`config.mk`:
```
export PLATFORM = sky130hd
export DESIGN_NAME = gzuf_queue
export DESIGN_NICKNAME = d
export VERILOG_FILES = /design/src/design/gzuf_pkg.sv /design/src/design/gzuf_queue.sv
export SDC_FILE = /design/constraint.sdc
export NUM_CORES = 1
export LEC_CHECK = 0
export ABC_AREA = 1
export BUFFER_PORTS_ARGS = -buffer_cell sky130_fd_sc_hd__buf_2
export CAP_MARGIN = 20
export CORE_MARGIN = 8
export CORE_UTILIZATION = 50
export DETAILED_ROUTE_END_ITERATION = 6
export PLACE_DENSITY = 0.76
export SETUP_SLACK_MARGIN = 0.02
export SLEW_MARGIN = 15
export SYNTH_ARGS = -nofsm -noshare
export SYNTH_HDL_FRONTEND = slang
export SYNTH_SLANG_ARGS = --single-unit
```
`constraint.sdc`:
```
create_clock -name clock -period 5.6 [get_ports clock]
set_clock_uncertainty 0.1 [all_clocks]
set_input_delay 0.28 -clock clock [delete_from_list [all_inputs] [get_ports clock]]
set_output_delay 0.28 -clock clock [all_outputs]
set_load 0.1 [all_outputs]
```
`src/design/gzuf_pkg.sv`:
```
package gzuf_pkg;

   localparam int MaxRows = 64;
   localparam int MaxCols = 64;
   localparam int CellCount = MaxRows * MaxCols;
   localparam int IdxW = $clog2(CellCount);
   localparam int CfgW = 7;
   localparam int QueueDepth = 2;

   localparam logic [1:0] AnsInvalid = 2'd3;
   localparam logic [1:0] AnsNeither = 2'd2;

   localparam logic CsrRows = 1'b0;
   localparam logic CsrCols = 1'b1;

   // Job handed from the front part to the back part.
   typedef enum logic [1:0] {
      OP_LOAD,
      OP_QUERY,
      OP_INVALID
   } op_type;

   typedef struct packed {
      op_type          op;
      logic            pix;
      logic [IdxW-1:0] idx_a;
      logic [IdxW-1:0] idx_b;
      logic            has_up;
      logic            has_left;
      logic [6:0]      cols;
   } job_type;

   typedef enum logic [3:0] {
      ST_IDLE,
      ST_LOAD_WR,
      ST_FIND_RD,
      ST_FIND_WAIT,
      ST_FIND_STEP,
      ST_COMP_RD,
      ST_COMP_WAIT,
      ST_COMP_STEP,
      ST_NEIGH_RD,
      ST_NEIGH_WAIT,
      ST_UNION,
      ST_BUMP,
      ST_OUT
   } back_state_type;

endpackage

```
`src/design/gzuf_queue.sv`:
```
module gzuf_queue import gzuf_pkg::*; (
   input  logic    clock,
   input  logic    reset,
   input  logic    in_valid,
   output logic    in_stall,
   input  job_type in_job,
   output logic    out_valid,
   input  logic    out_stall,
   output job_type out_job
);

   localparam int PtrW = $clog2(QueueDepth);

   job_type         slot_ff [QueueDepth];
   logic [PtrW-1:0] wp_ff, wp_in, rp_ff, rp_in;
   logic [PtrW:0]   cnt_ff, cnt_in;
   logic            push, pop;

   assign in_stall  = (cnt_ff == (PtrW+1)'(QueueDepth));
   assign out_valid = (cnt_ff != '0);
   assign out_job   = slot_ff[rp_ff];
   assign push      = in_valid && !in_stall;
   assign pop       = out_valid && !out_stall;

   // Pointer and fill count update.
   always_comb begin
      wp_in  = push ? PtrW'(wp_ff + 1'b1) : wp_ff;
      rp_in  = pop  ? PtrW'(rp_ff + 1'b1) : rp_ff;
      cnt_in = cnt_ff + (PtrW+1)'(push) - (PtrW+1)'(pop);
   end

   always_ff @(posedge clock) begin
      if (reset) begin
         wp_ff  <= '0;
         rp_ff  <= '0;
         cnt_ff <= '0;
      end else begin
         wp_ff  <= wp_in;
         rp_ff  <= rp_in;
         cnt_ff <= cnt_in;
      end
   end

   always_ff @(posedge clock) begin
      if (push) slot_ff[wp_ff] <= in_job;
   end

endmodule

```
# ---- Word-level counts from Yosys, hierarchy flattened
# Memories as Yosys holds them, arrays and structs flattened. A register that Yosys moved wholly into a read port is not among the register bits.
# Index checks and enable logic that the tools add are counted.
dict set report word_totals {
  ff_bits 4
  ram_bits 72
  n_memories 1
}
# memory depth word_bits read_ports rd_clocked_by_memory_dff wr line
set mem_list {}
lappend mem_list {slot_ff 2 36 1 1 1 gzuf_queue.sv:14} ;# job_type slot_ff [QueueDepth];
dict set report op_classes {
  addsub 4
  eq_ne 1
  muxes 4
  n_reduce_logical 5
}
# operator count
set op_table {}
lappend op_table {{1-bit two-way mux} 4}
lappend op_table {{1-bit adder, second input constant} 2}
lappend op_table {{2-bit by 1-bit adder with 2-bit output} 1}
lappend op_table {{2-bit equality test, second input constant} 1}
lappend op_table {{1-bit logical AND} 2}
lappend op_table {{1-bit logical NOT} 2}
lappend op_table {{2-bit nonzero test} 1}
lappend op_table {{2-bit by 1-bit subtractor with 2-bit output} 1}

# ---- Logic depth before layout (Yosys ltp)
dict set report depth {
  depth_word 5
  ltp_mapped 11
}

# ---- Least setup slack after synthesis
# No wires, ideal clock.
dict set report synth_path {
  path_kind {reg-to-reg}
  from {register cnt_ff[0]}
  to {memory slot_ff[0][0] in the netlist's numbering, enable pin}
  arrival_ns 2.079
  t_required_ns 5.071
  slack_ns 2.992
  path_stages_with_launch 5
  path_buffers 0
  period_less_slack_ns 2.608
  path_cell_list {dfxtp_1 inv_1 nand2_1 nand2_1 nor2_1}
}
dict set report synth_between {
  elab_chain_cells 5
}
# item line
set synth_rtl {}
lappend synth_rtl {{start, declared} gzuf_queue.sv:16} ;# logic [PtrW:0] cnt_ff, cnt_in;
lappend synth_rtl {{start signal, assigned} gzuf_queue.sv:40} ;# cnt_ff <= cnt_in;
lappend synth_rtl {{2-bit equality test} gzuf_queue.sv:19} ;# assign in_stall = (cnt_ff == (PtrW+1)'(QueueDepth));
lappend synth_rtl {{1-bit logical NOT} gzuf_queue.sv:22} ;# assign push = in_valid && !in_stall;
lappend synth_rtl {{1-bit logical AND} gzuf_queue.sv:22}
lappend synth_rtl {{1-bit two-way mux} gzuf_queue.sv:45} ;# if (push) slot_ff[wp_ff] <= in_job;
lappend synth_rtl {{1-bit two-way mux (not written as such)} gzuf_queue.sv:45}
lappend synth_rtl {{end, declared} gzuf_queue.sv:14}
# No other way between the ends.

==> impl_metrics.ini <==
[global_routing]
globalRouteTotalUtil_pct = 12.1
gr-usage-met2_pct = 20.1
grt_pass1_vias = 1669
met1_usage_pct = 12.6
grt_overflow = 0
grt_start_max_net_pins = 37
grt_pass1_wl_um = 7950
grtUsageMet3_pct = 4.89
busiest_layer = met2
antenna_violations_before_repair = 0

[synth]
synth_cell_type_count = 12
synth-adder-area-share_pct = 0.833
yosys.area_share.simple_pct = 2.63
mappedNetlistNets = 193
synthesis.yosys.warnings = 0
synth_top_family_by_area = multiplexers
synth_compound_gate_area_share_pct = 0.333
synth_mux_area_share_pct = 17.3
post_synthesis_sequential_area_ratio_pct = 75.3
post_synth.cell_area_avg_um2 = 19.9
post_synth_instance_area_mm2 = 0.00300
number_of_standard_cells_after_synthesis = 151
post_synth_xor_area_fraction_pct = 0
post_synthesis_sequential_element_count = 77

[setup_path]
endpoint_kind = output pin
critical_path.max_fanout = 25
cp_arrival_ps = 1830
criticalPathCategory = flip-flop to output pin
startpoint_type = flip-flop
worst-endpoint-required_ps = 5220

[sta]
period_minus_slack_ps = 2210
layout_worst_path_cycle_share_pct = 39.4
max_freq_ghz = 0.453
worst_slack_ps = 3390
setup_repair_after_global_routing_missed_its_margin = no
finalMaxSlewViolations = 0
hold_viol = 0
worst_pin_slew_ps = 623
setup_viol = 0
relSlewSlack_pct = 58.4
setup_tns_ps = 0

[floorplan]
io_pins = 78
std_cell_rows = 28
dieWidth_um = 93.5
initial_core_util_pct = 51.3
placeableCoreArea_mm2 = 0.00585
die_h_um = 93.5
dieArea_mm2 = 0.00874

[detailed_routing]
route.detailed.vias_per_inst = 4.82
initialDrtViolationCount = 31
detail_routed_net_length_per_standard_cell_um = 16.2
count_of_unresolved_drc_violations_after_routing = 0
ant_nets = 0
drt_pass1_iterations = 4
totalWireLength_um = 5140
routed-via-count = 1528

[layout]
final_layout_size_suffix_gt1_share_pct = 53.3
diodes = 0
area.sequential_mm2 = 0.00226
nNetsFinal = 280
multiInputGateArea_um2 = 639
layout-area-overhead-vs-synth_pct = 20.7
num-fill-cells = 450

[cts]
tritoncts = yes
worstSkewPairLatency_ps = 330
cts_repair_resize_count = 0
cts.root.buffer_cell = clkbuf_8
cts_sinks = 77
cts_post_setup_buffers_inserted = 0
htree_levels = 3
cts-root-to-sink-buffers = 2
cts.clk_slew.worst_paths_ps = 70
cts_hold_buffers = 0
tritoncts_buffers = 9

[worst_hold_path]
path_class_of_the_lowest_slack_min_delay_path = input pin to flip-flop

[place]
final_wtd_congestion = 0.708
hpwl_um = 3590
buffer_ports.inserted = 77
placement_setup_slack_ps = 3340

[flow_run]
cap_violations = 0

[status]
run_status = complete, no violations
routing by layer:
| layer | vias to the layer above | share of wire, % |
|---|---|---|
| li1 | 734 | - |
| met1 | 735 | 38 |
| met2 | 49 | 52 |
| met3 | 10 | 8.2 |
| met4 | 0 | 2.2 |
| met5 | - | 0 |
area by class of cell:
type | instances | area share (%)
tap | 75 | 2.59
inverter | 10 | 1.04
sequential | 77 | 62.5
clock inverter | 3 | 0.380
timing repair buffer | 80 | 12.2
multi-input combinational | 60 | 17.6
clock buffer | 12 | 3.73
stage by stage:
stage	cell area (um^2)	cells	hold slack, ps	util [%]
after global placement	3430	300	362	58.6
after detailed placement	3430	300	365	58.6
after floorplan	3000	151	251	-
after CTS	3580	315	7.69	61.1
final	3620	317	16.9	61.9
after global routing	3620	317	16.2	61.9
kinds of logic (layout without fill, tap and decap cells):
| logic type | after synthesis | in the layout |
|---|---|---|
| flops | 77 | 77 |
| buf+inv | 14 | 105 |
| fa+ha+maj | 2 | 2 |
| compound gates | 2 | 2 |
| simple gates | 20 | 20 |
| mux | 36 | 36 |
worst max-delay path, stage by stage, from the launching register on:
cell and delay (ps):
dfxtp_2 560, buf_12 270, mux2_2 360, buf_2 290
cells in the mapped netlist:
cell type	instances	area, um^2
buf_6	1	11.3
nor2_1	9	33.8
a21oi_1	2	10.0
buf_12	3	60.1
mux2_4	30	450
ha_1	2	25.0
dfxtp_1	5	100
nand3_1	3	15.0
edfxtp_1	72	2160
mux2_2	6	67.6
inv_1	10	37.5
nand2_1	8	30.0
flip-flops by register name (all words and copies together), names as in the netlist, named ones only:
signal / flops
cnt_ff: 2
wp_ff: 1
slot_ff: 72
rp_ff: 1
worst paths after layout:
kind | start | to | slack (ps) | depth (start not counted)
hold / removal | reset | cnt_ff[0]$_SDFF_PP0_ | 20 | 2
hold reg to reg | rp_ff$_SDFFE_PP0P_ | rp_ff$_SDFFE_PP0P_ | 430 | 2
setup / recovery | flip-flop | out_job[24] | 3390 | 3
setup reg to reg | cnt_ff[0]$_SDFF_PP0_ | slot_ff[1][29]$_DFFE_PP_ | 3730 | 5
cell usage in the layout (no fill, tap or decap):
cell type	count
edfxtp_1	72
dfxtp_1	4
mux2_2	6
buf_2	77
nand2_1	8
inv_1	10
nor2_4	1
buf_4	1
mux2_4	30
dfxtp_2	1
nor2_1	8
clkinv_2	2
clkinv_1	1
ha_1	2
buf_16	1
buf_12	1
clkbuf_1	3
clkbuf_8	9
a21oi_1	2
nand3_1	3
Power is left out: the tool's default activity adds up to more than one toggle a clock period on the data nets, which glitch-free logic cannot reach.
