$ cat src/design/gzuf_pkg.sv
package gzuf_pkg;

   localparam int MaxRows = 64;
   localparam int MaxCols = 64;
   localparam int CellCount = MaxRows * MaxCols;
   localparam int IdxW = $clog2(CellCount);
   localparam int CfgW = 7;
   localparam int QueueDepth = 2;

   localparam logic [1:0] AnsInvalid = 2'd3;
   localparam logic [1:0] AnsNeither = 2'd2;

   localparam logic CsrRows = 1'b0;
   localparam logic CsrCols = 1'b1;

   // Job handed from the front part to the back part.
   typedef enum logic [1:0] {
      OP_LOAD,
      OP_QUERY,
      OP_INVALID
   } op_type;

   typedef struct packed {
      op_type          op;
      logic            pix;
      logic [IdxW-1:0] idx_a;
      logic [IdxW-1:0] idx_b;
      logic            has_up;
      logic            has_left;
      logic [6:0]      cols;
   } job_type;

   typedef enum logic [3:0] {
      ST_IDLE,
      ST_LOAD_WR,
      ST_FIND_RD,
      ST_FIND_WAIT,
      ST_FIND_STEP,
      ST_COMP_RD,
      ST_COMP_WAIT,
      ST_COMP_STEP,
      ST_NEIGH_RD,
      ST_NEIGH_WAIT,
      ST_UNION,
      ST_BUMP,
      ST_OUT
   } back_state_type;

endpackage

$ cat src/design/gzuf_front.sv
module gzuf_front import gzuf_pkg::*; (
   input  logic            clock,
   input  logic            reset,
   input  logic            csr_write,
   input  logic            csr_index,
   input  logic [CfgW-1:0] csr_data,
   input  logic            req_valid,
   output logic            req_stall,
   input  logic            req_action,
   input  logic            req_pixel_value,
   input  logic [5:0]      req_row_a,
   input  logic [5:0]      req_col_a,
   input  logic [5:0]      req_row_b,
   input  logic [5:0]      req_col_b,
   output logic            job_valid,
   input  logic            job_stall,
   output job_type         job
);

   logic [CfgW-1:0] rows_ff, rows_in, cols_ff, cols_in;
   logic [IdxW:0]   pos_ff, pos_in;
   logic [5:0]      rc_ff, rc_in;
   logic [5:0]      cc_ff, cc_in;
   logic            done_ff, done_in;
   logic [6:0]      eff_rows, eff_cols;
   logic [IdxW:0]   total;
   logic [IdxW+5:0] prod_a, prod_b;
   logic            acc, oob;

   // Registers clamped into the legal range.
   always_comb begin
      eff_rows = (rows_ff == '0) ? 7'd1 : ((rows_ff > 7'(MaxRows)) ? 7'(MaxRows) : rows_ff);
      eff_cols = (cols_ff == '0) ? 7'd1 : ((cols_ff > 7'(MaxCols)) ? 7'(MaxCols) : cols_ff);
      total    = (IdxW+1)'(eff_rows) * (IdxW+1)'(eff_cols);
      prod_a   = (IdxW+6)'(req_row_a) * (IdxW+6)'(eff_cols) + (IdxW+6)'(req_col_a);
      prod_b   = (IdxW+6)'(req_row_b) * (IdxW+6)'(eff_cols) + (IdxW+6)'(req_col_b);
      oob      = (7'(req_row_a) >= eff_rows) || (7'(req_row_b) >= eff_rows)
              || (7'(req_col_a) >= eff_cols) || (7'(req_col_b) >= eff_cols);
   end

   assign req_stall = job_stall;
   assign acc       = req_valid && !req_stall;

   // Classify the word; loads after completion are dropped here.
   always_comb begin
      job.pix      = req_pixel_value;
      job.cols     = eff_cols;
      job.has_up   = (rc_ff != '0);
      job.has_left = (cc_ff != '0);
      job_valid    = req_valid;
      if (!req_action) begin
         job.op    = OP_LOAD;
         job.idx_a = pos_ff[IdxW-1:0];
         job.idx_b = pos_ff[IdxW-1:0];
         job_valid = req_valid && !done_ff;
      end else begin
         job.op    = (!done_ff || oob) ? OP_INVALID : OP_QUERY;
         job.idx_a = prod_a[IdxW-1:0];
         job.idx_b = prod_b[IdxW-1:0];
      end
   end

   // Load position tracking with row and column counters.
   always_comb begin
      rows_in = rows_ff;
      cols_in = cols_ff;
      pos_in  = pos_ff;
      rc_in   = rc_ff;
      cc_in   = cc_ff;
      done_in = done_ff;
      if (csr_write) begin
         if (csr_index == CsrRows) rows_in = csr_data;
         else                      cols_in = csr_data;
         pos_in  = '0;
         rc_in   = '0;
         cc_in   = '0;
         done_in = 1'b0;
      end else if (acc && !req_action && !done_ff) begin
         pos_in = pos_ff + 1'b1;
         if (7'(cc_ff) + 7'd1 >= eff_cols) begin
            cc_in = '0;
            rc_in = rc_ff + 1'b1;
         end else begin
            cc_in = cc_ff + 1'b1;
         end
         if (pos_ff + 1'b1 >= total) done_in = 1'b1;
      end
   end

   always_ff @(posedge clock) begin
      if (reset) begin
         rows_ff <= 7'(MaxRows);
         cols_ff <= 7'(MaxCols);
         pos_ff  <= '0;
         rc_ff   <= '0;
         cc_ff   <= '0;
         done_ff <= 1'b0;
      end else begin
         rows_ff <= rows_in;
         cols_ff <= cols_in;
         pos_ff  <= pos_in;
         rc_ff   <= rc_in;
         cc_ff   <= cc_in;
         done_ff <= done_in;
      end
   end

endmodule

$ cat config.mk
export PLATFORM = sky130hd
export DESIGN_NAME = gzuf_front
export DESIGN_NICKNAME = d
export VERILOG_FILES = /design/src/design/gzuf_pkg.sv /design/src/design/gzuf_front.sv
export SDC_FILE = /design/constraint.sdc
export NUM_CORES = 1
export LEC_CHECK = 0
export BUFFER_PORTS_ARGS = -buffer_cell sky130_fd_sc_hd__buf_2
export CORE_MARGIN = 2
export CORE_UTILIZATION = 25
export DETAILED_ROUTE_END_ITERATION = 6
export PLACE_DENSITY = 0.41
export SLEW_MARGIN = 20
export SYNTH_ARGS = -nofsm -noshare
export SYNTH_HDL_FRONTEND = slang
export SYNTH_SLANG_ARGS = --single-unit
$ cat constraint.sdc
create_clock -name clock -period 15.4 [get_ports clock]
set_input_delay 0.77 -clock clock [delete_from_list [all_inputs] [get_ports clock]]
set_output_delay 0.77 -clock clock [all_outputs]
set_load 0.03 [all_outputs]
# Word level (Yosys, flattened, before mapping)
# Cells that the tools add are included.
[op_classes] addsub=6 n_mul=3 order_cmp=8 mux=9 n_bitwise=1 n_reduce_logical=20
[ops] cell=">= comparator 6 x 7 -> 1 bit" count=4
[ops] cell="2-to-1 mux 7 bit" count=4
[ops] cell="adder 12 x 6 -> 12 bit" count=2
[ops] cell="multiplier 6 x 7 -> 12 bit" count=2
[ops] cell="2-to-1 mux 24 bit" count=1
[ops] cell="> comparator 7 bit (second input constant)" count=2
[ops] cell="logical NOT 7 bit" count=2
[ops] cell="adder 13 x 1 -> 13 bit (second input constant)" count=1
[ops] cell=">= comparator 13 bit" count=1
[ops] cell="multiplier 7 x 7 -> 13 bit" count=1
[ops] cell="adder 6 x 1 -> 6 bit (second input constant)" count=2
[ops] cell="nonzero test 6 bit" count=2
[ops] cell="AND reduction 2 bit" count=4
[ops] cell="adder 6 x 1 -> 7 bit (second input constant)" count=1
[ops] cell=">= comparator 7 bit" count=1
[ops] cell="2-to-1 mux 6 bit" count=1
[ops] cell="logical AND 1 bit" count=4
[ops] cell="logical OR 1 bit" count=4
[ops] cell="2-to-1 mux 2 bit" count=2
[ops] cell="logical NOT 1 bit" count=3
[ops] cell="OR reduction 2 bit" count=1
[ops] cell="2-to-1 mux 1 bit" count=1
[ops] cell="NOT 1 bit" count=1
[totals] ff_bits=40 input_bits=39 output_inout_bits=38 wordCells=53

# Depth between registers and ports, before layout
[depth] depth_word=10 ltp_mapped=26 depth_no_buf=25

# Worst setup path after synthesis
# OpenSTA, ideal clock, no wires.
[synth_path] path_type="reg2reg" from="reg cols_ff[6]" to="reg done_ff" arrival_ns=6.239 required_time_ns=15.274 path_slack_ns=9.034 stages_incl_launch_ff=27 path_buffers=2 cell_sequence="dfxtp_1 inv_1 clkbuf_1 nand2_1 inv_1 clkbuf_1 nand2_1 fa_1 fa_1 inv_1 fa_1 inv_1 fa_1 inv_1 ha_1 o21a_1 o31a_1 or4_1 a31oi_1 xor2_1 ha_1 a21o_1 a21oi_1 nor2b_1 or4_1 a21oi_1 a211oi_1"
[synth_lines] item="start: declaration" line="gzuf_front.sv:20" rtl="logic [CfgW-1:0] rows_ff, rows_in, cols_ff, cols_in;"
[synth_lines] item="start signal: assignment" line="gzuf_front.sv:93" rtl="cols_ff <= 7'(MaxCols);"
[synth_lines] item="start signal: assignment" line="gzuf_front.sv:100" rtl="cols_ff <= cols_in;"
[synth_lines] item="end signal: assignment" line="gzuf_front.sv:104" rtl="done_ff <= done_in;"
[synth_lines] item="end: declaration" line="gzuf_front.sv:24" rtl="logic done_ff, done_in;"

==> impl_metrics.toml <==
[status]
status = "finished clean"

[clock_network]
cts_made_buffers = 5
path_clk_slew_ns = 0.07
post_cts_buffers = 0
insertion_delay_ns = 0.30
ctsResizeCount = 0
cts_tree = "yes"
cts_root_buffer = "clkbuf_16"
cts_hold_buf = 0
clockBufferDepth = 2
h-tree-depth = 2
cts_num_sinks = 40

[cells_and_area]
drive_gt1_share_pct = 9.42
fin_util_pct = 28.5
syn2layout_area_growth_pct = 12.2
n_fill_cell = 3326
final_nets = 1233
n_antenna_cell = 0

[placed_design]
io_buffers = 74
place_hpwl_um = 18800
gp_congestion = 0.778
pre_cts_slack_ns = 8.18

[global_routing]
grt_pass1_wl_um = 35500
grt_overflow_total = 0
grt_usage_pct = 14.6
grt_pass1_vias = 6376
grt_max_degree = 28
antenna_found_initial = 0

[timing]
worst_pin_slew_ns = 0.989
maxSlewViolCount = 0
fin_crit_sh_pct = 46.8
setup_tns_ns = 0
worst_slack_ns = 8.20
layout_min_cycle_time_ns = 7.20
clock_skew_ns = 0.00485
hold_viol = 0
rsz0062_at_grt = "no"
fmax_mhz = 139
fin_worst_hold_slack_ns = 0.469
setup_violations = 0
max_slew_margin_pct = 33.4

[detailed_routing]
drt_iter0_drc = 269
wl_per_cell_um = 16.3
first_pass_iters = 4
drc = 0
vias = 6295
viasPerCell = 4.57
totalWireLength_um = 22400
ant_nets = 0

[critical_path]
endpoint_kind = "primary output"
crit_fanout = 20
required_ns = 14.63
critPathLaunchType = "flip-flop"
critical_path_arrival_ns = 6.43
critical_path_class = "reg2out"

[pwr]
power.leakage_uw = 0.00426
power_density_nw_per_um2 = 43.1
max-vdd-ir-drop_v = 0.0000302

[die]
die_x_um = 177
coreArea_um2 = 29600
row_count = 63
die_area_um2 = 31500
initial_utilization_pct = 25.4
die_h_um = 177
num_io_pins = 77

[synthesis]
synth_warnings = 0
ys_seq_area_share_pct = 10.6
synth.distinct_cells = 49
syn_nets = 1181
postSynthAreaPerCell_um2 = 8.05
synth_edf_count = 0
synth_seq_cells = 40
yosys_most_used_dff = "dfxtp_1"
async_flop_share_pct = 0
synth_area_um2 = 7520
synthCells = 934

[run]
cap_violations = 0

[worst_hold_path]
hold_path_class = "reg2reg"
power by group:
| group | switching [µW] | leakage, µW | internal [µW] |
|---|---|---|---|
| Sequential | 3.41 | 0.000324 | 105 |
| Clock | 49.5 | 0.0000804 | 77.2 |
| Combinational | 81.6 | 0.00386 | 46.2 |
through the flow:
| step | cells | instance area (µm²) | total power [µW] |
|---|---|---|---|
| floorplan | 934 | 7520 | 197 |
| global placement | 1369 | 8270 | 242 |
| detailed placement | 1369 | 8270 | 241 |
| CTS | 1377 | 8440 | 373 |
| global route | 1377 | 8440 | 388 |
| finish | 1377 | 8440 | 363 |
worst paths after layout:
check,depth (start not counted),start,to,slack [ns]
setup reg to reg,24,cols_ff[6]$_SDFFE_PP1P_,done_ff$_SDFFE_PP0P_,8.24
hold / removal,2,rows_ff[0]$_SDFFE_PP0P_,rows_ff[0]$_SDFFE_PP0P_,0.47
hold reg to reg,2,rows_ff[0]$_SDFFE_PP0P_,rows_ff[0]$_SDFFE_PP0P_,0.47
setup / recovery,17,cols_ff[6]$_SDFFE_PP1P_,job[20],8.20
cells in the final DEF, fill, tap and decap left out, drive strengths merged, types with 3 or more instances in the layout:
| cell type | n |
|---|---|
| ha | 139 |
| nand2 | 131 |
| inv | 116 |
| buf | 77 |
| nor2 | 71 |
| fa | 69 |
| a21oi | 59 |
| dfxtp | 40 |
| xnor2 | 39 |
| o21ai | 33 |
| and2 | 31 |
| a21o | 24 |
| xor2 | 23 |
| nand3 | 20 |
| nor2b | 19 |
| nand2b | 11 |
| or3 | 9 |
| o21a | 8 |
| nand4 | 8 |
| or4 | 5 |
| clkbuf | 5 |
| nor4 | 4 |
| o21bai | 4 |
| a211o | 4 |
| nor3 | 4 |
| a211oi | 4 |
| and3 | 3 |
| a31oi | 3 |
cell families (layout without fill, tap and decap cells):
logic type                 Yosys count  after routing  synth area share [%]
AOI/OAI and AO/OA                  153            153                  12.4
muxes                                1              1                 0.150
adders and majority gates          208            208                  41.5
and+or+nand+nor                    323            323                  20.4
xor gates and xnor gates            62             62                  7.22
buffers and inverters              147            200                  7.64
DFF                                 40             40                  10.6
synth_stat cells, types with 2 or more instances:
library cell / number / area [µm²]
ha_1: 139 / 1740
nand2_1: 131 / 492
inv_1: 115 / 432
nor2_1: 70 / 263
fa_1: 69 / 1380
a21oi_1: 59 / 295
dfxtp_1: 40 / 801
xnor2_1: 39 / 342
o21ai_0: 32 / 160
and2_1: 31 / 194
clkbuf_1: 27 / 101
a21o_1: 24 / 180
xor2_1: 23 / 201
nand3_1: 20 / 100
nor2b_1: 19 / 119
nand2b_1: 11 / 68.8
or3_1: 9 / 56.3
o21a_1: 8 / 60.1
nand4_1: 7 / 43.8
or4_1: 5 / 37.5
a211o_1: 4 / 35.0
a211oi_1: 4 / 30.0
nor3_1: 4 / 20.0
nor4_1: 4 / 25.0
o21bai_1: 4 / 30.0
a31oi_1: 3 / 18.8
and3_1: 3 / 18.8
a2111oi_0: 2 / 17.5
buf_4: 2 / 15.0
buf_6: 2 / 22.5
nand3b_1: 2 / 15.0
o2111ai_1: 2 / 17.5
o31a_1: 2 / 17.5
o31ai_1: 2 / 15.0
or2_2: 2 / 12.5
flip-flops by register name (all words and copies together), names as in the netlist:
signal	flops
pos_ff	13
cols_ff	7
rows_ff	7
cc_ff	6
rc_ff	6
done_ff	1
layout make-up:
class	count	area (µm²)	share of cell area (%)
Tap cell	390	488	5.78
Clock buffer	5	125	1.48
Timing Repair Buffer	77	393	4.66
Multi-Input combinational cell	747	6150	72.9
Sequential cell	40	801	9.49
Inverter	115	432	5.12
Clock inverter	3	46.3	0.549
metal layers:
metal / track usage (%) / up-vias / share of wire [%]
li1: - / 3177 / -
met1: 19.8 / 3012 / 48
met2: 25.0 / 97 / 48
met3: 1.76 / 9 / 3.3
met4: 2.42 / 0 / 0.85
met5: 0 / - / 0
worst max-delay path: stages, from the launching register on:
cell and delay (ns):
dfxtp_1 0.82, inv_1 0.40, o21ai_1 0.46, inv_1 0.54, nand2_1 0.23, fa_1 0.44
fa_1 0.52, fa_1 0.55, inv_1 0.06, fa_1 0.48, ha_1 0.34, o21a_1 0.13
a21oi_1 0.25, o211ai_1 0.14, a21oi_1 0.19, xnor2_1 0.10, mux2_2 0.29, buf_2 0.18
No activity file was read; power rests on OpenSTA's default activity.
